===== config.mk =====
export PLATFORM = sky130hd
export DESIGN_NAME = wvg_isqrt
export DESIGN_NICKNAME = d
export VERILOG_FILES = /design/src/rtl/wvg_isqrt.sv
export SDC_FILE = /design/constraint.sdc
export NUM_CORES = 2
export LEC_CHECK = 0
export BUFFER_PORTS_ARGS = -buffer_cell sky130_fd_sc_hd__clkbuf_2
export CORE_MARGIN = 4
export CORE_UTILIZATION = 25
export DETAILED_ROUTE_END_ITERATION = 12
export PLACE_DENSITY_LB_ADDON = 0.25
export SYNTH_ARGS = -nofsm -noshare
export SYNTH_HDL_FRONTEND = slang
export SYNTH_SLANG_ARGS = --single-unit
export TNS_END_PERCENT = 30

===== constraint.sdc =====
create_clock -name clk -period 5 [get_ports clk]
set_input_delay 1.5 -clock clk [delete_from_list [all_inputs] [get_ports clk]]
set_output_delay 1.5 -clock clk [all_outputs]
set_load 0.03 [all_outputs]

===== src/rtl/wvg_isqrt.sv =====
module wvg_isqrt #(
	parameter int SQ_W   = 52,
	parameter int ROOT_W = 26
) (
	input  logic              clk,
	input  logic              en,
	input  logic [SQ_W-1:0]   sq,
	output logic [ROOT_W-1:0] root
);

	logic [SQ_W-1:0] rem_s  [ROOT_W];
	logic [SQ_W-1:0] root_s [ROOT_W];

	for (genvar k = 0; k < ROOT_W; k++) begin : g_stage
		localparam int SH = 2 * (ROOT_W - 1 - k);
		logic [SQ_W-1:0] rem_prev;
		logic [SQ_W-1:0] root_prev;
		logic [SQ_W:0]   trial;
		logic [SQ_W-1:0] bit_val;

		if (k == 0) begin : g_first
			assign rem_prev  = sq;
			assign root_prev = '0;
		end else begin : g_next
			assign rem_prev  = rem_s[k-1];
			assign root_prev = root_s[k-1];
		end

		assign bit_val = SQ_W'(1) << SH;
		assign trial   = (SQ_W+1)'(root_prev) + (SQ_W+1)'(bit_val);

		always_ff @(posedge clk) begin
			if (en) begin
				if ((SQ_W+1)'(rem_prev) >= trial) begin
					rem_s[k]  <= SQ_W'((SQ_W+1)'(rem_prev) - trial);
					root_s[k] <= (root_prev >> 1) + bit_val;
				end else begin
					rem_s[k]  <= rem_prev;
					root_s[k] <= root_prev >> 1;
				end
			end
		end
	end

	assign root = ROOT_W'(root_s[ROOT_W-1]);

endmodule


## Word level (Yosys, flattened, before mapping)

Memories as Yosys holds them, arrays and structs flattened.
Index checks and enable logic that the tools add are counted.

| storage, ports and cells | value |
|---|---|
| memory bits (writable) | 2704 |
| memories kept | 2 |
| logic and storage cells | 364 |
| output and inout bits | 26 |
| bits of input ports | 54 |
| register bits after elaboration | 0 |

Memory list:

| memory | depth | bits a word | rd ports | clocked after Yosys merged registers in | write ports | line | RTL |
|---|---|---|---|---|---|---|---|
| rem_s | 26 | 52 | 25 | 0 | 26 | 11 | `logic [SQ_W-1:0] rem_s [ROOT_W];` |
| root_s | 26 | 52 | 26 | 0 | 26 | 12 | `logic [SQ_W-1:0] root_s [ROOT_W];` |

| cells by class | value |
|---|---|
| multiplexer cells | 208 |
| add/sub/neg operators | 76 |
| bitwise operators | 52 |
| magnitude comparators | 26 |

Operators by type and width:

| kind | number |
|---|---|
| $mux W52 | 52 |
| $ge A52 B53 Y1 | 25 |
| $sub A52 B52 Y52 | 25 |
| $mux W1 | 156 |
| $add A52 B1 Y53 const B | 1 |
| $add A52 B11 Y53 const B | 1 |
| $add A52 B13 Y53 const B | 1 |
| $add A52 B15 Y53 const B | 1 |
| $add A52 B17 Y53 const B | 1 |
| $add A52 B19 Y53 const B | 1 |
| $add A52 B21 Y53 const B | 1 |
| $add A52 B23 Y53 const B | 1 |
| $add A52 B25 Y53 const B | 1 |
| $add A52 B27 Y53 const B | 1 |
| $add A52 B29 Y53 const B | 1 |
| $add A52 B3 Y53 const B | 1 |
| $add A52 B31 Y53 const B | 1 |
| $add A52 B33 Y53 const B | 1 |
| $add A52 B35 Y53 const B | 1 |
| $add A52 B37 Y53 const B | 1 |
| $add A52 B39 Y53 const B | 1 |
| $add A52 B41 Y53 const B | 1 |
| $add A52 B43 Y53 const B | 1 |
| $add A52 B45 Y53 const B | 1 |
| other kinds (33) | 84 |

## Longest topological paths before layout

An unclocked memory read counts as a cell.

| depth | value |
|---|---|
| word-level depth | 7 |
| depth in mapped cells | 14 |
| gate-level depth less buffers | 11 |

## Worst setup path before layout

Ideal clock, no wire load.

| timing path | value |
|---|---|
| path kind | input-to-reg |
| start point | in en |
| end point | mem rem_s[24][0] (netlist: rem_s[1][416]), enable pin |
| stages | 4 |
| buffers on the path | 4 |
| required time | 4.538 ns |
| setup time | 0.462 ns |
| path slack | 0.119 ns |
| arrival time | 4.418 ns |
| cell sequence | clkbuf_1 > clkbuf_1 > clkbuf_1 > clkbuf_1 |

RTL lines:

| element | line | RTL |
|---|---|---|
| start, declared | 6 | `input logic en,` |
| end, declared | 11 |  |

==> summary.md <==
| Metric | Value |
|---|---|
| Status | finished, final reports clean |
| H-tree depth | 4 |
| Cts repair resizes | 0 |
| IO Port Bufs | 79 |
| Final setup viols | 0 |
| Worst Hold Launch | rem_s[0][323] |
| Hold path endpoint | rem_s[0][375] |
| Hold Slack | 401 ps |
| Die height | approximately 570 µm |
| Count of cell types in the netlist | 91 |
| CTS max path bufs | 4 |
| TritonCTS clock tree | built |
| Yosys reg bits | between 1500 and 2000 |
| Ys flop type | edfxtp_1 |
| Synth warn | 0 |
| Clk slew on worst S/H paths | roughly 60 ps |
| Via count | 48400 |
| Pwr Total | 38.8 mW |
| Mean post-synth cell area | 12.6 µm² |
| Fin. max-slew vios | 0 |
| Num rows | 206 |
| Synth top area share | 62.7% |
| Slew HR | 22.2% |
| TritonCTS buffer count | 183 |
| Gr ovfl total | 0 |
| Critical path arrival | 4920 ps |
| Post-synth net total | 6713 |
| # hold bufs at CTS | 0 |
| Largest net degree at the start of global routing | 137 |
| Initial core utilization | 25.1% |
| Syn Std Cell Area | 0.0791 mm² |
| F_max | 228 MHz |
| Post-synthesis sequential area ratio | a little over three fifths |
| DR iter-0 viols | 2524 |
| Worst reg-to-reg path cell count | 11 |
| Routability cong. | 0.899 |
| Fin crit share | between 80 and 90% |
| Leakage | 33.0 nW |
| Worst-margin pin slew | 1140 ps |
| Synth top area cells | edfxtp_1 63%, ha_1 5.9%, xnor2_1 3.4% |
| Setup slack after layout | around 600 ps |
| Ports | 80 |
| Hold Path Depth | 0 |
| Clock Skew | 90.6 ps |
| Die area | approximately 0.33 mm² |
| Async S/R FF share, synth | 0% |
| Place WS | 724 ps |
| Final nets | 6924 |
| PD cells | 428 mW/mm² |
| Req. time, crit path | 5540 ps |
| First-pass GRT wire length | 289000 µm |
| Share of cells above drive strength 1 | ~8% |
| Total core area | 0.315 mm² |
| # Max-Cap Violations | 0 |
| CP Max Fanout | 7 |
| Crit Reg-Reg Endpoint | rem_s[1][198] |
| Hold Path Class | register to register |
| RSZ-0062 raised after global routing | no |
| Drt pass-1 iters | 6 |
| Tot GR Track Use | 11.2% |
| Wire length per cell | 17.3 µm |
| HPWL after DPL | between 100000 and 150000 µm |
| Min Tclk post-route | 4390 ps |
| Fin util | 28.8% |
| Critical Path Start Type | register |
| Vias in the first global route | 50200 |
| Post-synth EDFFs | ~1700 |
| Post-route DRC | 0 |
| Area leader, netlist | edfxtp_1 |
| IR drop worst, VDD | roughly 0.27 mV |
| Post-CTS setup buffers | 0 |
| Final ANT Viol Nets | 0 |
| Final TNS setup | 0 ps |
| Reg2Reg Setup Slack | 610 ps |
| Worst-Skew Late Latency | about 910 ps |
| R2r startpoint | root_s[1][119] |
| Initial antenna violation count | 2 |
| Die width | 570 µm |
| Fill count | approximately 32000 |
| Clk root buf | clkbuf_16 |
| Final wirelength | approximately 190000 µm |
| Critical path class | register to register |
| Final Hold Viols | 0 |
| Synth-to-layout area growth | 14.6% |
| Sink Count | 1651 |
| Post-Synthesis Cells | about 6300 |
| CP Capture Type | register |
| Drt via density | 4.49 |
-- logic make-up (layout without fill, tap and decap cells) --
kind of cell               after synthesis  in the layout  synth area share [%]
adders and majority gates              374            374                  5.92
xor gates and xnor gates               578            578                  6.41
other                                    0              1                     0
and+or+nand+nor                       1871           1871                  12.3
buffers and inverters                  589            929                  2.83
AOI/OAI and AO/OA                     1170           1170                  9.12
muxes                                   52             52                 0.722
DFF                                   1651           1651                  62.7
-- cell type report --
| cell class | count | area, µm² | share of cell area [%] |
|---|---|---|---|
| Timing Repair Buffer | 154 | 1090 | 1.20 |
| Multi-Input combinational cell | 4045 | 27300 | 30.1 |
| Clock inverter | 103 | 948 | 1.05 |
| Sequential cell | 1651 | 49600 | 54.7 |
| Antenna cell | 1 | 2.50 | 0.00276 |
| Clock buffer | 211 | 4770 | 5.26 |
| Inverter | 461 | 1730 | 1.91 |
| Tap cell | 4160 | 5200 | 5.74 |
-- critical path, cell delays in order (launching register included) --
cell and delay [ps]:
edfxtp_1 410, inv_1 60, ha_1 190, or3_1 370, o221ai_1 320, o22ai_1 200, o21ai_0 540, a31oi_1 390
nor4_1 930, a311o_1 440, nor4_1 100, xor2_1 160
-- metrics by stage --
stage                     instance area, µm²  instances
after global placement                 84900      10500
final                                  90600      10800
after global routing                   90600      10800
after detailed placement               84900      10500
after floorplan                        79100       6285
after CTS                              90600      10800
-- power by group --
part	internal (mW)	switching [mW]
logic	2.90	4.15
registers	17.4	1.29
clock network	7.66	5.41
-- state kept, by name (all words and copies together) (netlist names) --
name	cells
root_s	351
rem_s	1300
-- per-layer routing --
layer	global-route usage, %	part of all wire, %
met1	11.8	38
met5	0	0
met3	1.61	3.2
met2	21.7	54
met4	5.40	4.9
-- synth_stat cells (29+ instances only) --
master,instances
mux2_2,38
ha_1,374
a21o_1,134
nor4_1,203
and3_1,30
nand2_1,496
edfxtp_1,1651
nand3_1,104
a21oi_1,327
nand4_1,88
nor3_1,183
or3_1,56
xnor2_1,304
nand2b_1,84
a211oi_1,30
nor4b_1,40
o31ai_1,29
nor2b_1,51
o21ai_0,362
or4_1,32
o21a_1,67
nor2_1,343
xor2_1,273
inv_1,460
clkbuf_1,104
-- worst max-delay path by stage --
stage	slack (ps)	startpoint	end	cells past startpoint
floorplan	120	en	rem_s[1][416]	4
global placement	750	rem_s[1][118]	rem_s[1][198]	10
detailed placement	720	root_s[1][119]	rem_s[1][198]	11
CTS	700	rem_s[1][118]	rem_s[1][198]	10
global route	500	root_s[1][119]	rem_s[1][200]	11
finish	610	root_s[1][119]	rem_s[1][198]	11
-- placed cells by master (no fill, tap or decap), types with 24 or more instances in the layout --
master     instances
edfxtp_1        1651
nand2_1          496
inv_1            460
ha_1             374
o21ai_0          362
nor2_1           343
a21oi_1          327
xnor2_1          304
xor2_1           273
nor4_1           200
clkbuf_16        187
nor3_1           181
a21o_1           134
nand3_1          104
nand4_1           88
nand2b_1          84
clkbuf_2          78
o21a_1            67
buf_4             66
or3_1             56
nor2b_1           50
nor4b_1           38
mux2_2            38
clkinv_1          38
clkinv_2          36
or4_1             32
and3_1            30
a211oi_1          30
o31ai_1           29
o211ai_1          27
or2_2             27
a31oi_1           27
and2_1            27
o21bai_1          26
clkbuf_1          24
(Power assumes the default switching activity.)
