## config.mk

```make
export PLATFORM = sky130hd
export DESIGN_NAME = wvg_div
export DESIGN_NICKNAME = d
export VERILOG_FILES = /design/src/rtl/wvg_div.sv
export SDC_FILE = /design/constraint.sdc
export NUM_CORES = 2
export LEC_CHECK = 0
export BUFFER_PORTS_ARGS = -buffer_cell sky130_fd_sc_hd__buf_4
export CAP_MARGIN = 5
export CORE_ASPECT_RATIO = 1.75
export CORE_MARGIN = 2
export CORE_UTILIZATION = 45
export DETAILED_ROUTE_END_ITERATION = 8
export GPL_ROUTABILITY_DRIVEN = 0
export SETUP_SLACK_MARGIN = 0.4
export SLEW_MARGIN = 10
export SYNTH_ARGS = -nofsm -noshare
export SYNTH_HDL_FRONTEND = slang
export SYNTH_SLANG_ARGS = --single-unit
```

## constraint.sdc

```tcl
create_clock -name clk -period 4.2 [get_ports clk]
set_input_delay 0.21 -clock clk [delete_from_list [all_inputs] [get_ports clk]]
set_output_delay 0.21 -clock clk [all_outputs]
set_load 0.1 [all_outputs]
```

## src/rtl/wvg_div.sv

```systemverilog
module wvg_div #(
	parameter int NUM_W = 41,
	parameter int DEN_W = 25,
	parameter int QUO_W = 17
) (
	input  logic             clk,
	input  logic             en,
	input  logic [NUM_W-1:0] num,
	input  logic [DEN_W-1:0] den,
	output logic [QUO_W-1:0] quo
);

	localparam int CMP_W = (NUM_W > DEN_W + QUO_W) ? NUM_W : DEN_W + QUO_W;

	logic [NUM_W-1:0] rem_s [QUO_W];
	logic [DEN_W-1:0] den_s [QUO_W];
	logic [QUO_W-1:0] quo_s [QUO_W];

	// one quotient bit per stage, msb first
	for (genvar k = 0; k < QUO_W; k++) begin : g_stage
		localparam int SH = QUO_W - 1 - k;
		logic [NUM_W-1:0] rem_prev;
		logic [DEN_W-1:0] den_prev;
		logic [QUO_W-1:0] quo_prev;
		logic [QUO_W-1:0] quo_next;
		logic [CMP_W-1:0] trial;
		logic             take;

		if (k == 0) begin : g_first
			assign rem_prev = num;
			assign den_prev = den;
			assign quo_prev = '0;
		end else begin : g_next
			assign rem_prev = rem_s[k-1];
			assign den_prev = den_s[k-1];
			assign quo_prev = quo_s[k-1];
		end

		assign trial = CMP_W'(den_prev) << SH;
		assign take  = CMP_W'(rem_prev) >= trial;

		always_comb begin
			quo_next     = quo_prev;
			quo_next[SH] = take;
		end

		always_ff @(posedge clk) begin
			if (en) begin
				rem_s[k] <= take ? NUM_W'(CMP_W'(rem_prev) - trial) : rem_prev;
				den_s[k] <= den_prev;
				quo_s[k] <= quo_next;
			end
		end
	end

	assign quo = quo_s[QUO_W-1];

endmodule

```

Word level (Yosys, flattened, before mapping)
Memories as Yosys holds them, arrays and structs flattened.
Cells that the tools add are included.
Word-level totals
  flip-flop bits (word level): 0
  RAM bits: 1411
  output and inout bits: 17
  word-level logic and storage cells: 56
  memories: 3
Cells by class
  add/sub/neg operators: 17
  magnitude comparators: 17
  multiplexer cells: 19
Memory list
  rem_s: words 17, bits a word 41, read ports 16, clocked after memory_dff 0, wr ports 17, RTL line 15  | logic [NUM_W-1:0] rem_s [QUO_W];
  den_s: words 17, bits a word 25, read ports 16, clocked after memory_dff 0, wr ports 17, RTL line 16  | logic [DEN_W-1:0] den_s [QUO_W];
  quo_s: words 17, bits a word 17, read ports 17, clocked after memory_dff 0, wr ports 17, RTL line 17  | logic [QUO_W-1:0] quo_s [QUO_W];
Operator list (number)
  2-to-1 mux 41 bit: 17
  greater-or-equal comparator 41 x 25 -> 1 bit: 1
  greater-or-equal comparator 41 x 26 -> 1 bit: 1
  greater-or-equal comparator 41 x 27 -> 1 bit: 1
  greater-or-equal comparator 41 x 28 -> 1 bit: 1
  greater-or-equal comparator 41 x 29 -> 1 bit: 1
  greater-or-equal comparator 41 x 30 -> 1 bit: 1
  greater-or-equal comparator 41 x 31 -> 1 bit: 1
  greater-or-equal comparator 41 x 32 -> 1 bit: 1
  greater-or-equal comparator 41 x 33 -> 1 bit: 1
  greater-or-equal comparator 41 x 34 -> 1 bit: 1
  greater-or-equal comparator 41 x 35 -> 1 bit: 1
  greater-or-equal comparator 41 x 36 -> 1 bit: 1
  greater-or-equal comparator 41 x 37 -> 1 bit: 1
  greater-or-equal comparator 41 x 38 -> 1 bit: 1
  greater-or-equal comparator 41 x 39 -> 1 bit: 1
  greater-or-equal comparator 41 x 40 -> 1 bit: 1
  greater-or-equal comparator 41 bit: 1
  subtractor 41 x 25 -> 41 bit: 1
  subtractor 41 x 26 -> 41 bit: 1
  subtractor 41 x 27 -> 41 bit: 1
  subtractor 41 x 28 -> 41 bit: 1
  subtractor 41 x 29 -> 41 bit: 1
  subtractor 41 x 30 -> 41 bit: 1
  other kinds (12): 13

Depth between registers and ports, before layout
An unclocked memory read counts as a cell.
  depth in word-level cells: 3
  depth in mapped cells: 15

Least setup slack after synthesis
Ideal clock, no wire load.
  path kind: register -> register
  from: memory rem_s[10][5], in the netlist rem_s[0][415]
  to: memory rem_s[11][6], in the netlist rem_s[0][457] (data pin)
  library setup time: 260 ps
  data arrival time: 3062 ps
  required time: 3940 ps
  slack: 878 ps
  cell stages (with the launch flop): 12
  cell sequence: edfxtp_1 -> inv_1 -> ha_1 -> inv_1 -> fa_1 -> a211oi_1 -> o21ai_0 -> a221o_1 -> a311o_1 -> a41oi_2 -> buf_2 -> mux2_2
RTL lines (RTL line)
  start: declaration: 15

==> flow_summary.toml <==
[global_route]
antenna_found_initial = 3
grt_overflow_total = 0
first_global_vias = 48400
grt_max_degree = 100
grt_pass1_wl_mm = 267
grt_usage = 0.239

[yosys]
avgSynthCellArea_sq_um = 11.4
yosysUniqueCellTypes = 105
ys.flop_type = "edfxtp_1"
syn_inst = 5795
ys_seq_area_frac = 0.551
synth_compound_area_frac = 0.140
synthXorXnorAreaFrac = 0.0564
synth-seq-cells = 1209
synth_edf_count = 1209
synth_top_family_by_area = "compound AO/OA/AOI/OAI gates"
synthesis.nets = 6304
synth-simple-area-share = 0.114
async_flop_share = 0
synth_fa_ha_area_frac = 0.0856
synth_area_sq_mm = 0.0659
muxShareOfSynthArea = 0.0148
yosys_warnings = 0

[finish]
area_delta_synth_final_pct = 13.8
instances_no_fill = 8099
nets = 6644
fin_area_sq_mm = 0.0750
num-fill-cells = 12700
drive_above_1_share = 0.107

[clock_network]
path_clk_slew_ps = 70
clock-root-buffer = "clkbuf_16"
clock_sinks = 1209
clockBufferDepth = 3
cts-buffers-inserted = 113
h-tree-depth = 3
cts_tree = "built"
clk_latency_ps = 760

[power_and_ir_drop]
pwr-share-seq = 0.375
p_leak_nw = 29.2
p_sw_frac = 0.378
power_mw = 50.8
p_sw_mw = 19.2
p_per_area_mw_per_mm2 = 677
pwr-share-comb = 0.425
clockPowerShare = 0.200
worst_ir_drop_vdd_mv = 0.391
p_int_mw = 31.6

[detailed_routing]
drt_iter0_markers = 2087
finalWirelength_mm = 179
drc_errors = 0
avgRoutedWirePerCell_um = 22.1
first_pass_iters = 7
postRouteAntennaNets = 0
vias_per_cell = 5.67
via_count = 45900

[placement]
dpl_cell_area_sq_mm = 0.0700
dp_hpwl_mm = 140
portBuffers = 84
post-place-ws_ps = -23.7
dpl.cell_count = 7800

[die]
dieArea_sq_mm = 0.150
ios = 85
initial_core_util = 0.453
core_sq_mm = 0.145
row_count = 185
floorplan.die.width_um = 293
die_y_um = 510

[timing]
max_freq_ghz = 0.267
hold_viol = 0
period_share = 0.892
slew_headroom = 0.249
post-route-min-period_ps = 3750
rsz0062_at_grt = "true"
worstMarginPinSlew_ps = 1110
slew_viol_final = 0
skew_ps = 42.7
fin_ws_ps = 454
setup_viol = 0

[critical_path]
reg2reg_to = "rem_s[0][362]"
start_kind = "flip-flop"
critical_path.max_fanout = 6
end_kind = "flip-flop"
crit_arrival_ps = 4220
slowest_delay_ps = 440
worst_ep_required_time_ps = 4680
r2r_start = "rem_s[0][306]"
slowest_stage = "edfxtp_1"
reg2reg_depth = 13
crit_chain = "ha_4 -> nand4_1 -> buf_4 -> nor4_4 -> buf_6 -> nand4_1 -> and4bb_2 -> and4b_1 -> a21o_4 -> a311o_2 -> buf_6 -> nor3_4 -> xor2_1"
path_class = "reg -> reg"
ff2ff_setup_slack_ps = 450

[min_path]
min_from = "en"
hold_path_depth = 1
min-delay-path-class = "in -> reg"
whs_endpoint = "rem_s[0][10]"

[job]
cap_violations = 0

[status]
status = "finished, final reports clean"
==> synthesized netlist by cell type, types with 12 or more instances <==
master / n / area (sq um)
a211o_1: 24 / 210
a211oi_1: 30 / 225
a21boi_0: 17 / 128
a21o_1: 162 / 1220
a21oi_1: 447 / 2240
a31oi_1: 56 / 350
a41oi_1: 12 / 105
and2_1: 24 / 150
and3_1: 45 / 282
buf_2: 31 / 155
clkbuf_1: 83 / 312
edfxtp_1: 1209 / 36300
fa_1: 16 / 320
ha_1: 425 / 5320
inv_1: 526 / 1970
mux2_2: 81 / 912
nand2_1: 451 / 1690
nand2b_1: 72 / 450
nand3_1: 105 / 526
nand3b_1: 17 / 128
nand4_1: 79 / 494
nor2_1: 351 / 1320
nor2b_1: 61 / 382
nor3_1: 100 / 500
nor4_1: 56 / 350
nor4b_1: 19 / 166
o211ai_1: 25 / 188
o21a_1: 76 / 571
o21ai_0: 371 / 1860
o21ai_1: 12 / 60.1
o21bai_1: 46 / 345
o31a_1: 27 / 236
o31ai_1: 41 / 308
or2_2: 16 / 100
or3_1: 35 / 219
or4_1: 26 / 195
xnor2_1: 236 / 2070
xor2_1: 188 / 1650
==> cell usage in the layout (no fill, tap or decap), drive strengths merged, types with 163 or more instances in the layout <==
master and instances:
xor2 188, o21ai 385, nor2 352, nand2 451, a21o 163, buf 285
a21oi 448, xnor2 236, edfxtp 1209, ha 425, inv 530
==> through the flow <==
| step | util | hold WS (ps) | TNS, ps |
|---|---|---|---|
| finish | 0.516 | 115 | 0 |
| global route | 0.516 | 117 | 0 |
| CTS | 0.514 | 92.8 | 0 |
| detailed placement | 0.482 | 400 | -55.5 |
| global placement | 0.482 | 399 | -32510 |
| floorplan | - | 309 | 0 |
==> layer usage <==
layer	part of all wire	wire length, um	GRT usage	vias up
met1	0.26	46100	0.157	22200
met2	0.60	108000	0.520	1076
met3	0.027	4900	0.0328	633
met5	0	0	0	-
li1	-	-	-	22100
met4	0.11	19900	0.226	0
==> worst max path at each step <==
stage                          to  depth (start not counted)          start  slack (ps)
floorplan           rem_s[0][457]                         11  rem_s[0][415]         880
global placement    rem_s[0][341]                         12  rem_s[0][305]       -1180
detailed placement  rem_s[0][341]                         13  rem_s[0][305]         -20
CTS                 rem_s[0][403]                         10  rem_s[0][340]         400
global route        rem_s[0][362]                         13  rem_s[0][311]         340
finish              rem_s[0][362]                         13  rem_s[0][306]         450
==> power groups by stage <==
stage                     combinational [mW]  clock [mW]  sequential, mW
after floorplan                         14.1           0            18.3
after global placement                  20.3           0            19.1
after detailed placement                20.6           0            19.2
after CTS                               21.0        10.4            19.0
after global routing                    23.4        10.8            19.3
final                                   21.6        10.2            19.0
==> state kept, by name (all words and copies together) (netlist names) <==
signal and flops:
rem_s 656, den_s 400, quo_s 153
==> area by class of cell <==
class	instances	area [sq um]	area share
multi-input combinational	3933	27700	0.369
inverter	527	1980	0.0264
antenna	6	15.0	0.000200
timing repair buffer	351	3080	0.0411
tap	1870	2340	0.0312
clock inverter	68	709	0.00946
clock buffer	135	2910	0.0388
sequential	1209	36300	0.484
==> cells by family after synthesis <==
kind of cell               after synthesis
AOI/OAI and AO/OA                     1469
xor gates and xnor gates               424
adders and majority gates              441
buffers and inverters                  653
DFF                                   1209
muxes                                   87
and+or+nand+nor                       1512
==> worst max-delay path: cells and delay by family, from the launching register on <==
kind                       cells  cell delay, ps
buffers and inverters          3             520
xor gates and xnor gates       1              80
DFF                            1             440
adders and majority gates      1             340
AOI/OAI and AO/OA              2             660
and+or+nand+nor                6            1430
==> timing repair <==
| item | CTS | global route |
|---|---|---|
| endpoints found under the hold margin | 66 | 0 |
| endpoints found under the setup margin | 65 | 142 |
| pin swaps | 11 | 19 |
| hold buffers | 66 | 0 |
| setup buffers | 10 | 14 |
| gates resized for setup | 47 | 39 |
Power figures use the tool's default switching activity.
