$ cat config.mk
export PLATFORM = sky130hd
export DESIGN_NAME = wvg_lane
export DESIGN_NICKNAME = d
export VERILOG_FILES = /design/src/rtl/wvg_pkg.sv /design/src/rtl/wvg_delay.sv /design/src/rtl/wvg_div.sv /design/src/rtl/wvg_lane.sv
export SDC_FILE = /design/constraint.sdc
export NUM_CORES = 2
export LEC_CHECK = 0
export ABC_AREA = 1
export CORE_MARGIN = 2
export CORE_UTILIZATION = 45
export DETAILED_ROUTE_END_ITERATION = 10
export DONT_BUFFER_PORTS = 1
export PLACE_DENSITY = 0.63
export SYNTH_ARGS = -nofsm -noshare
export SYNTH_HDL_FRONTEND = slang
export SYNTH_HIERARCHICAL = 1
export SYNTH_SLANG_ARGS = --single-unit
$ cat constraint.sdc
create_clock -name clk -period 7.14 [get_ports clk]
set_input_delay 1.071 -clock clk [delete_from_list [all_inputs] [get_ports clk]]
set_output_delay 1.071 -clock clk [all_outputs]
set_load 0.1 [all_outputs]
$ cat src/rtl/wvg_pkg.sv
package wvg_pkg;

	// field widths
	localparam int POS_W      = 24;
	localparam int HDG_W      = 15;
	localparam int OFS_W      = 16;
	localparam int RAD_W      = 12;
	localparam int SPD_W      = 11;
	localparam int VEL_W      = 16;
	localparam int YAW_W      = 15;
	localparam int IN_W       = 160;
	localparam int OUT_W      = 64;
	localparam int CFG_IDX_W  = 3;
	localparam int CFG_DATA_W = 16;

	// internal widths
	localparam int DIF_W  = 26;
	localparam int MAG_W  = 25;
	localparam int SQ_W   = 52;
	localparam int DIST_W = 26;
	localparam int CUR_W  = 16;
	localparam int BRG_W  = 19;
	localparam int DLT_W  = 21;
	localparam int ANG_W  = 16;
	localparam int TNH_W  = 16;
	localparam int YARG_W = 19;

	// unit sizes
	localparam int BRG_FRAC  = 16;
	localparam int BRG_QUO_W = 17;
	localparam int VEL_FRAC  = 15;
	localparam int VEL_QUO_W = 16;

	// alignment delays between stages
	localparam int CUR_DLY  = 22;
	localparam int CTL_DLY  = 19;
	localparam int MAG_DLY  = 28;
	localparam int TAIL_DLY = 20;
	localparam int PIPE_LAT = 52;

	// constants
	localparam int BEARING_HALF    = 184320;
	localparam int BEARING_QUARTER = 92160;
	localparam int HDG_HALF        = 11520;
	localparam int HDG_FULL        = 23040;
	localparam int RAD_PER_SIXTH   = 195212;
	localparam int ATAN_MAX        = 46080;
	localparam int TANH_MAX        = 65492;

	typedef enum logic [CFG_IDX_W-1:0] {
		REG_ORIGIN_X  = 3'd0,
		REG_ORIGIN_Y  = 3'd1,
		REG_HDG_REF   = 3'd2,
		REG_RADIUS    = 3'd3,
		REG_SLOW_SPD  = 3'd4,
		REG_CRUISE_SPD = 3'd5
	} reg_idx_t;

	typedef struct packed {
		logic swap;
		logic negx;
		logic negy;
		logic zero;
	} brg_ctl_t;

	typedef struct packed {
		logic             neg;
		logic             zero;
		logic [SPD_W-1:0] speed;
	} lane_ctl_t;

	function automatic logic [15:0] atan_entry(input logic [4:0] k);
		logic [15:0] v;
		case (k)
			5'd0:  v = 16'd0;
			5'd1:  v = 16'd3662;
			5'd2:  v = 16'd7296;
			5'd3:  v = 16'd10874;
			5'd4:  v = 16'd14373;
			5'd5:  v = 16'd17771;
			5'd6:  v = 16'd21049;
			5'd7:  v = 16'd24196;
			5'd8:  v = 16'd27203;
			5'd9:  v = 16'd30062;
			5'd10: v = 16'd32774;
			5'd11: v = 16'd35337;
			5'd12: v = 16'd37755;
			5'd13: v = 16'd40032;
			5'd14: v = 16'd42174;
			5'd15: v = 16'd44188;
			5'd16: v = 16'd46080;
			default: v = 16'd46080;
		endcase
		return v;
	endfunction

	function automatic logic [15:0] tanh_entry(input logic [5:0] k);
		logic [15:0] v;
		case (k)
			6'd0:  v = 16'd0;
			6'd1:  v = 16'd8150;
			6'd2:  v = 16'd16051;
			6'd3:  v = 16'd23485;
			6'd4:  v = 16'd30285;
			6'd5:  v = 16'd36346;
			6'd6:  v = 16'd41625;
			6'd7:  v = 16'd46131;
			6'd8:  v = 16'd49912;
			6'd9:  v = 16'd53038;
			6'd10: v = 16'd55593;
			6'd11: v = 16'd57660;
			6'd12: v = 16'd59320;
			6'd13: v = 16'd60644;
			6'd14: v = 16'd61694;
			6'd15: v = 16'd62524;
			6'd16: v = 16'd63179;
			6'd17: v = 16'd63693;
			6'd18: v = 16'd64096;
			6'd19: v = 16'd64412;
			6'd20: v = 16'd64659;
			6'd21: v = 16'd64852;
			6'd22: v = 16'd65003;
			6'd23: v = 16'd65120;
			6'd24: v = 16'd65212;
			6'd25: v = 16'd65283;
			6'd26: v = 16'd65339;
			6'd27: v = 16'd65383;
			6'd28: v = 16'd65417;
			6'd29: v = 16'd65443;
			6'd30: v = 16'd65464;
			6'd31: v = 16'd65480;
			default: v = 16'd65492;
		endcase
		return v;
	endfunction

endpackage

$ cat src/rtl/wvg_delay.sv
module wvg_delay #(
	parameter int W = 1,
	parameter int D = 1
) (
	input  logic         clk,
	input  logic         en,
	input  logic [W-1:0] din,
	output logic [W-1:0] dout
);

	logic [W-1:0] dly_q [D];

	always_ff @(posedge clk) begin
		if (en) begin
			dly_q[0] <= din;
			for (int i = 1; i < D; i++) begin
				dly_q[i] <= dly_q[i-1];
			end
		end
	end

	assign dout = dly_q[D-1];

endmodule

$ cat src/rtl/wvg_div.sv
module wvg_div #(
	parameter int NUM_W = 41,
	parameter int DEN_W = 25,
	parameter int QUO_W = 17
) (
	input  logic             clk,
	input  logic             en,
	input  logic [NUM_W-1:0] num,
	input  logic [DEN_W-1:0] den,
	output logic [QUO_W-1:0] quo
);

	localparam int CMP_W = (NUM_W > DEN_W + QUO_W) ? NUM_W : DEN_W + QUO_W;

	logic [NUM_W-1:0] rem_s [QUO_W];
	logic [DEN_W-1:0] den_s [QUO_W];
	logic [QUO_W-1:0] quo_s [QUO_W];

	// one quotient bit per stage, msb first
	for (genvar k = 0; k < QUO_W; k++) begin : g_stage
		localparam int SH = QUO_W - 1 - k;
		logic [NUM_W-1:0] rem_prev;
		logic [DEN_W-1:0] den_prev;
		logic [QUO_W-1:0] quo_prev;
		logic [QUO_W-1:0] quo_next;
		logic [CMP_W-1:0] trial;
		logic             take;

		if (k == 0) begin : g_first
			assign rem_prev = num;
			assign den_prev = den;
			assign quo_prev = '0;
		end else begin : g_next
			assign rem_prev = rem_s[k-1];
			assign den_prev = den_s[k-1];
			assign quo_prev = quo_s[k-1];
		end

		assign trial = CMP_W'(den_prev) << SH;
		assign take  = CMP_W'(rem_prev) >= trial;

		always_comb begin
			quo_next     = quo_prev;
			quo_next[SH] = take;
		end

		always_ff @(posedge clk) begin
			if (en) begin
				rem_s[k] <= take ? NUM_W'(CMP_W'(rem_prev) - trial) : rem_prev;
				den_s[k] <= den_prev;
				quo_s[k] <= quo_next;
			end
		end
	end

	assign quo = quo_s[QUO_W-1];

endmodule

$ cat src/rtl/wvg_lane.sv
module wvg_lane (
	input  logic                               clk,
	input  logic                               en,
	input  logic [wvg_pkg::MAG_W-1:0]          mag,
	input  logic [wvg_pkg::DIST_W-1:0]         span,
	input  wvg_pkg::lane_ctl_t                 ctl,
	output logic [wvg_pkg::VEL_W-1:0]          vel
);

	localparam int NUM_W = wvg_pkg::MAG_W + wvg_pkg::VEL_FRAC;
	localparam int QW    = wvg_pkg::VEL_QUO_W;
	localparam int PRD_W = wvg_pkg::SPD_W + wvg_pkg::TNH_W;

	logic [NUM_W-1:0]            num_s31;
	logic [wvg_pkg::DIST_W-1:0]  den_s31;
	wvg_pkg::lane_ctl_t          ctl_s31, ctl_s47, ctl_s48, ctl_s49, ctl_s50;
	logic [QW-1:0]               q_s47;
	logic [wvg_pkg::TNH_W-1:0]   base_s48;
	logic [12:0]                 diff_s48;
	logic [12:0]                 frac_s48;
	logic [wvg_pkg::TNH_W-1:0]   tnh_s49;
	logic [PRD_W-1:0]            prod_s50;
	logic [wvg_pkg::VEL_W-1:0]   vel_s51;
	logic [5:0]                  tidx;
	logic [11:0]                 vmag;

	always_ff @(posedge clk) begin
		if (en) begin
			num_s31 <= {mag, wvg_pkg::VEL_FRAC'(0)};
			den_s31 <= span;
			ctl_s31 <= ctl;
		end
	end

	wvg_div #(
		.NUM_W(NUM_W),
		.DEN_W(wvg_pkg::DIST_W),
		.QUO_W(QW)
	) u_div (
		.clk(clk),
		.en (en),
		.num(num_s31),
		.den(den_s31),
		.quo(q_s47)
	);

	wvg_delay #(
		.W($bits(wvg_pkg::lane_ctl_t)),
		.D(QW)
	) u_ctl_dly (
		.clk (clk),
		.en  (en),
		.din (ctl_s31),
		.dout(ctl_s47)
	);

	assign tidx = 6'(q_s47[QW-1:13]);
	assign vmag = 12'((PRD_W+1)'(prod_s50) + (PRD_W+1)'(32768) >> 16);

	always_ff @(posedge clk) begin
		if (en) begin
			// ratio stays at or below one, so the table end is never passed
			base_s48 <= wvg_pkg::tanh_entry(tidx);
			diff_s48 <= 13'(wvg_pkg::tanh_entry(tidx + 6'd1) - wvg_pkg::tanh_entry(tidx));
			frac_s48 <= q_s47[12:0];
			ctl_s48  <= ctl_s47;

			tnh_s49  <= base_s48 + wvg_pkg::TNH_W'((26'(diff_s48) * 26'(frac_s48)) >> 13);
			ctl_s49  <= ctl_s48;

			prod_s50 <= PRD_W'(ctl_s49.speed) * PRD_W'(tnh_s49);
			ctl_s50  <= ctl_s49;

			if (ctl_s50.zero) begin
				vel_s51 <= '0;
			end else if (ctl_s50.neg) begin
				vel_s51 <= wvg_pkg::VEL_W'(0) - wvg_pkg::VEL_W'(vmag);
			end else begin
				vel_s51 <= wvg_pkg::VEL_W'(vmag);
			end
		end
	end

	assign vel = vel_s51;

endmodule

After elaboration in Yosys (flattened, before gate mapping)
Memory sizes are Yosys's and may differ from the RTL's. A register that Yosys moved wholly into a read port is not among the register bits.
Cells that the tools add are included.

operators by class
  $add $sub $neg = 21
  multipliers = 2
  magnitude comparators = 16
  mux-type cells = 22
  bitwise logic cells = 1
  reductions and logical operators = 1

operators by type and width
  operator          count
  $mux W40          16
  $sub A40 B40 Y40  2
  $ge A40 B41 Y1    1
  $ge A40 B26 Y1    1
  $ge A40 B27 Y1    1
  $ge A40 B28 Y1    1
  $ge A40 B29 Y1    1
  $ge A40 B30 Y1    1
  $ge A40 B31 Y1    1
  $ge A40 B32 Y1    1
  $ge A40 B33 Y1    1
  $ge A40 B34 Y1    1
  $ge A40 B35 Y1    1
  $ge A40 B36 Y1    1
  $ge A40 B37 Y1    1
  $ge A40 B38 Y1    1
  $ge A40 B39 Y1    1
  $ge A40 B40 Y1    1
  $sub A40 B26 Y40  1
  $sub A40 B27 Y40  1
  $sub A40 B28 Y40  1
  $sub A40 B29 Y40  1
  $sub A40 B30 Y40  1
  $sub A40 B31 Y40  1
  20 further kinds  23

storage, ports and cells
  register bits = 161
  RAM bits = 1520
  bits in read-only memories = 1536
  input port bits = 66
  output and inout port bits = 16
  logic and storage cells = 86
  memories = 7

memories
  name             words  width  read ports  clocked after Yosys merged registers in  write ports  line           text
  u_div.rem_s      16     40     15          0                                        16           wvg_div.sv:15  logic [NUM_W-1:0] rem_s [QUO_W];
  (no name shown)  32     16     1           1                                        0            wvg_pkg.sv:99  case (k)
  (no name shown)  32     16     1           0                                        0            wvg_pkg.sv:99
  (no name shown)  32     16     1           0                                        0            wvg_pkg.sv:99
  u_div.den_s      16     26     15          0                                        16           wvg_div.sv:16  logic [DEN_W-1:0] den_s [QUO_W];
  u_div.quo_s      16     16     16          0                                        16           wvg_div.sv:17  logic [QUO_W-1:0] quo_s [QUO_W];
  1 more memories  --     --     --          --                                       --           --

Longest topological paths before layout
An unclocked memory read counts as a cell.

  depth in word-level cells = 6
  mapped depth = 33
  gate-level depth less buffers = 32

Hierarchy
Netlist, hierarchy kept.

by module, submodules not included
  module     instances  cells each  area each (µm²)  seq. area each (µm²)
  wvg_div    1          9275        73177.7          33812.4
  wvg_lane   1          2213        19104.6          5255.0
  wvg_delay  1          221         6343.6           6246.0

Least setup slack after synthesis
OpenSTA, ideal clock, no wires.

  path type = reg2reg
  start point = reg frac_s48[1]
  end point = reg tnh_s49[12] (netlist name), data pin
  arrival time = 5.734 ns
  data required time = 6.883 ns
  setup slack = 1.149 ns
  stages on the path, launching flop included = 31
  path through = edfxtp_1 -> clkbuf_1 -> nand2_1 -> inv_1 -> fa_1 -> inv_1 -> fa_1 -> inv_1 -> fa_1 -> inv_1 -> fa_1 -> fa_1 -> inv_1 -> ha_1 -> a21oi_1 -> nand2_1 -> o21bai_1 -> nand2_1 -> nand2_1 -> xor2_1 -> ha_1 -> fa_1 -> nand3_1 -> nand2_1 -> a21oi_1 -> inv_1 -> nand2_1 -> nand2_1 -> nand2_1 -> nand2_1 -> xor2_1

between the ends
  cells in the longest elaborated chain, start to end = 2

ends and longest elaborated chain
  what                      line            text
  start: declaration        wvg_lane.sv:20  logic [12:0] frac_s48;
  start signal: assignment  wvg_lane.sv:65  frac_s48 <= q_s47[12:0];
  $mul A13 B13 Y26          wvg_lane.sv:68  tnh_s49 <= base_s48 + wvg_pkg::TNH_W'((26'(diff_s48) * 26'(frac_s48)) >> 13);
  $add A16 B13 Y16          wvg_lane.sv:68
  end signal: assignment    wvg_lane.sv:68
  end: declaration          wvg_lane.sv:21  logic [wvg_pkg::TNH_W-1:0] tnh_s49;

Every way passes these cells.
A chain may end at the register's enable or synchronous reset.

Final worst setup path
  start point = reg diff_s48[9]
  end point = reg tnh_s49[9] (netlist name), data pin

between the ends
  cells in the longest elaborated chain, start to end = 2

ends and longest elaborated chain
  what                      line            text
  start: declaration        wvg_lane.sv:19  logic [12:0] diff_s48;
  start signal: assignment  wvg_lane.sv:64  diff_s48 <= 13'(wvg_pkg::tanh_entry(tidx + 6'd1) - wvg_pkg::tanh_entry(tidx));
  $mul A13 B13 Y26          wvg_lane.sv:68
  $add A16 B13 Y16          wvg_lane.sv:68

Every way passes these cells.

==> results.ini <==
[outcome]
status = finished, final reports clean

[sta]
timing.slew.headroom = 0.07980
tightest_slew_ns = 1.380
hold_violations = 0
finalSetupViolCount = 0
final.setup.tns_ns = 0
fin_hold_ws_ns = 0.3463
fin_ws_ns = 0.5969
final_max_slew_viol_count = 0
finalCriticalPeriod_ns = 6.543
finalClockSkew_ns = 0.03408
period_share = 0.9164
rsz0062_at_grt = false
max_freq_mhz = 152.8

[worst_setup_path]
regToRegEndpoint = tnh_s49[9]
reg2reg_from = diff_s48[9]
required_ns = 7.69
cp_top_family = adder cells
cpMostUsedCell = nand2_1
crit_type = reg2reg
crit_path_max_incr_delay_ns = 0.74
cp_num_buf_inv = 4
worstSetupStartpointType = flip-flop
rrSetupSlack_ns = 0.60
cp-end-kind = flip-flop
slowest_stage = edfxtp_1
cp_max_fo = 13
critPathArrivalTime_ns = 7.10
reg2reg_depth = 25

[drt]
drt_iter0_markers = 6757
wl_um = 292000
routed-wl-met2_um = 139600
wl_met3_um = 14920
routed.top_layer = met4
wirelength_met1_um = 127400
vias_per_cell = 5.205
wl_per_cell_um = 19.79
drc_errors = 0
ant_nets = 0
drt_pass1_iterations = 8
vias = 76790

[placement]
port_buffers = 0
place.gp.congestion = 0.9602
dp_slack_ns = 0.6397
hpwlAfterDp_um = 233600

[synth]
synthCells = 11710
syn_area_per_cell_um2 = 8.423
yosys_warnings = 6
async_reset_ff_frac = 0
synth_ff_type = edfxtp_1
synth_enable_flop_cells = 1509
synth.cell_area_um2 = 98630
ys_ff_latch = 1509
synth_cell_types = 58
ys_seq_area_frac = 0.4594

[cts]
cts.sinks = 1509
hold_buffers = 0
tritoncts = done
root_buffer = clkbuf_16
insertion_delay_ns = 0.82
clkTransAtPathRegs_ns = 0.07
htreeDepth = 4
cts_made_buffers = 166
postCtsResizedCells = 0
postCtsSetupRepairBufs = 0
cts.path.max_buffers = 3

[final_layout]
layout_common_cells = nand2_1 (3767), inv_1 (2159), edfxtp_1 (1509), nor2_1 (822), ha_1 (578)
layout_commonest_cell = nand2_1
area_growth_pct = 8.500
finish.utilization = 0.4918
multi_input_area_um2 = 44160
nNetsFinal = 12670
fillers = 20900
drive_above_1_share = 0.03841
final-seq-area_um2 = 45310

[global_route]
grt.total_usage = 0.2599
grt_max_degree = 274
first_global_vias = 74390
overflow = 0
grt_pass1_wl_um = 443200
grt_antenna_before_repair = 5

[worst_hold_path]
worst_hold_path.endpoint = num_s31[18]
hold_start = mag[3]
hold_depth = 0
hp-class = in2reg

[floorplanning]
die_w_um = 472.2
initial_core_util = 0.4533
rows = 171
num_io_pins = 82
die-area_um2 = 222900
core_area_um2 = 217600
die_y_um = 472.2

[flow_run]
maxCapViolCount = 0

## state kept, by name, indices dropped and copies added, names as in the netlist
name	flops
base_s48	16
ctl_s31	13
ctl_s48	13
ctl_s49	13
ctl_s50	2
den_s31	26
diff_s48	13
frac_s48	13
num_s31	25
prod_s50	12
tnh_s49	16
u_ctl_dly/dly_q	208
u_div/den_s	390
u_div/quo_s	136
u_div/rem_s	600
vel	13
## kinds of logic after synthesis
kind of cell / after synthesis / share of synthesized area
AO/OA/AOI/OAI: 1030 / 0.05644
other: 1 / 0.00003802
XOR/XNOR: 270 / 0.02398
buffers and inverters: 2356 / 0.09395
AND/OR/NAND/NOR: 5704 / 0.2398
flip-flops: 1509 / 0.4594
adder cells (fa/ha/maj): 839 / 0.1263
## worst max-delay path by stage
stage | start | endpoint | cells after the start
after floorplan | frac_s48[1] | tnh_s49[12] | 30
after global placement | frac_s48[2] | tnh_s49[12] | 29
after detailed placement | diff_s48[9] | tnh_s49[9] | 25
after CTS | diff_s48[9] | tnh_s49[9] | 25
after global routing | diff_s48[9] | tnh_s49[9] | 25
final | diff_s48[9] | tnh_s49[9] | 25
## cell usage after synthesis, types with 111 or more instances
master | count | area [µm²]
a21oi_1 | 508 | 2542
edfxtp_1 | 1509 | 45310
fa_1 | 261 | 5225
ha_1 | 578 | 7232
inv_1 | 2159 | 8104
nand2_1 | 3767 | 14140
nand3_1 | 564 | 2823
nand4_1 | 221 | 1383
nor2_1 | 822 | 3085
nor3_1 | 111 | 555.5
o21ai_0 | 330 | 1652
xor2_1 | 161 | 1410
## through the flow
step / cells / instance area (µm²)
6_report: 14750 / 107000
5_1_grt: 14750 / 107000
2_1_floorplan: 11740 / 98730
3_5_place_dp: 14450 / 101600
3_3_place_gp: 14450 / 101600
4_1_cts: 14750 / 107000
## cell type report
class,instances,area share
antenna,1,0.00002338
clock buffer,196,0.04007
clock inverter,110,0.01023
inverter,2185,0.07667
multi-input combinational,7873,0.4127
sequential,1509,0.4235
tap,2854,0.03337
timing repair buffer,26,0.003508
## layer usage
layer  up-vias  track usage
met4         0      0.08587
met3       409      0.03098
met1     36510       0.3462
met5         -            0
met2      2181       0.4399
li1      37700            -
Power is left out: the tool's default activity adds up to more than one toggle a clock period on the data nets, which glitch-free logic cannot reach.
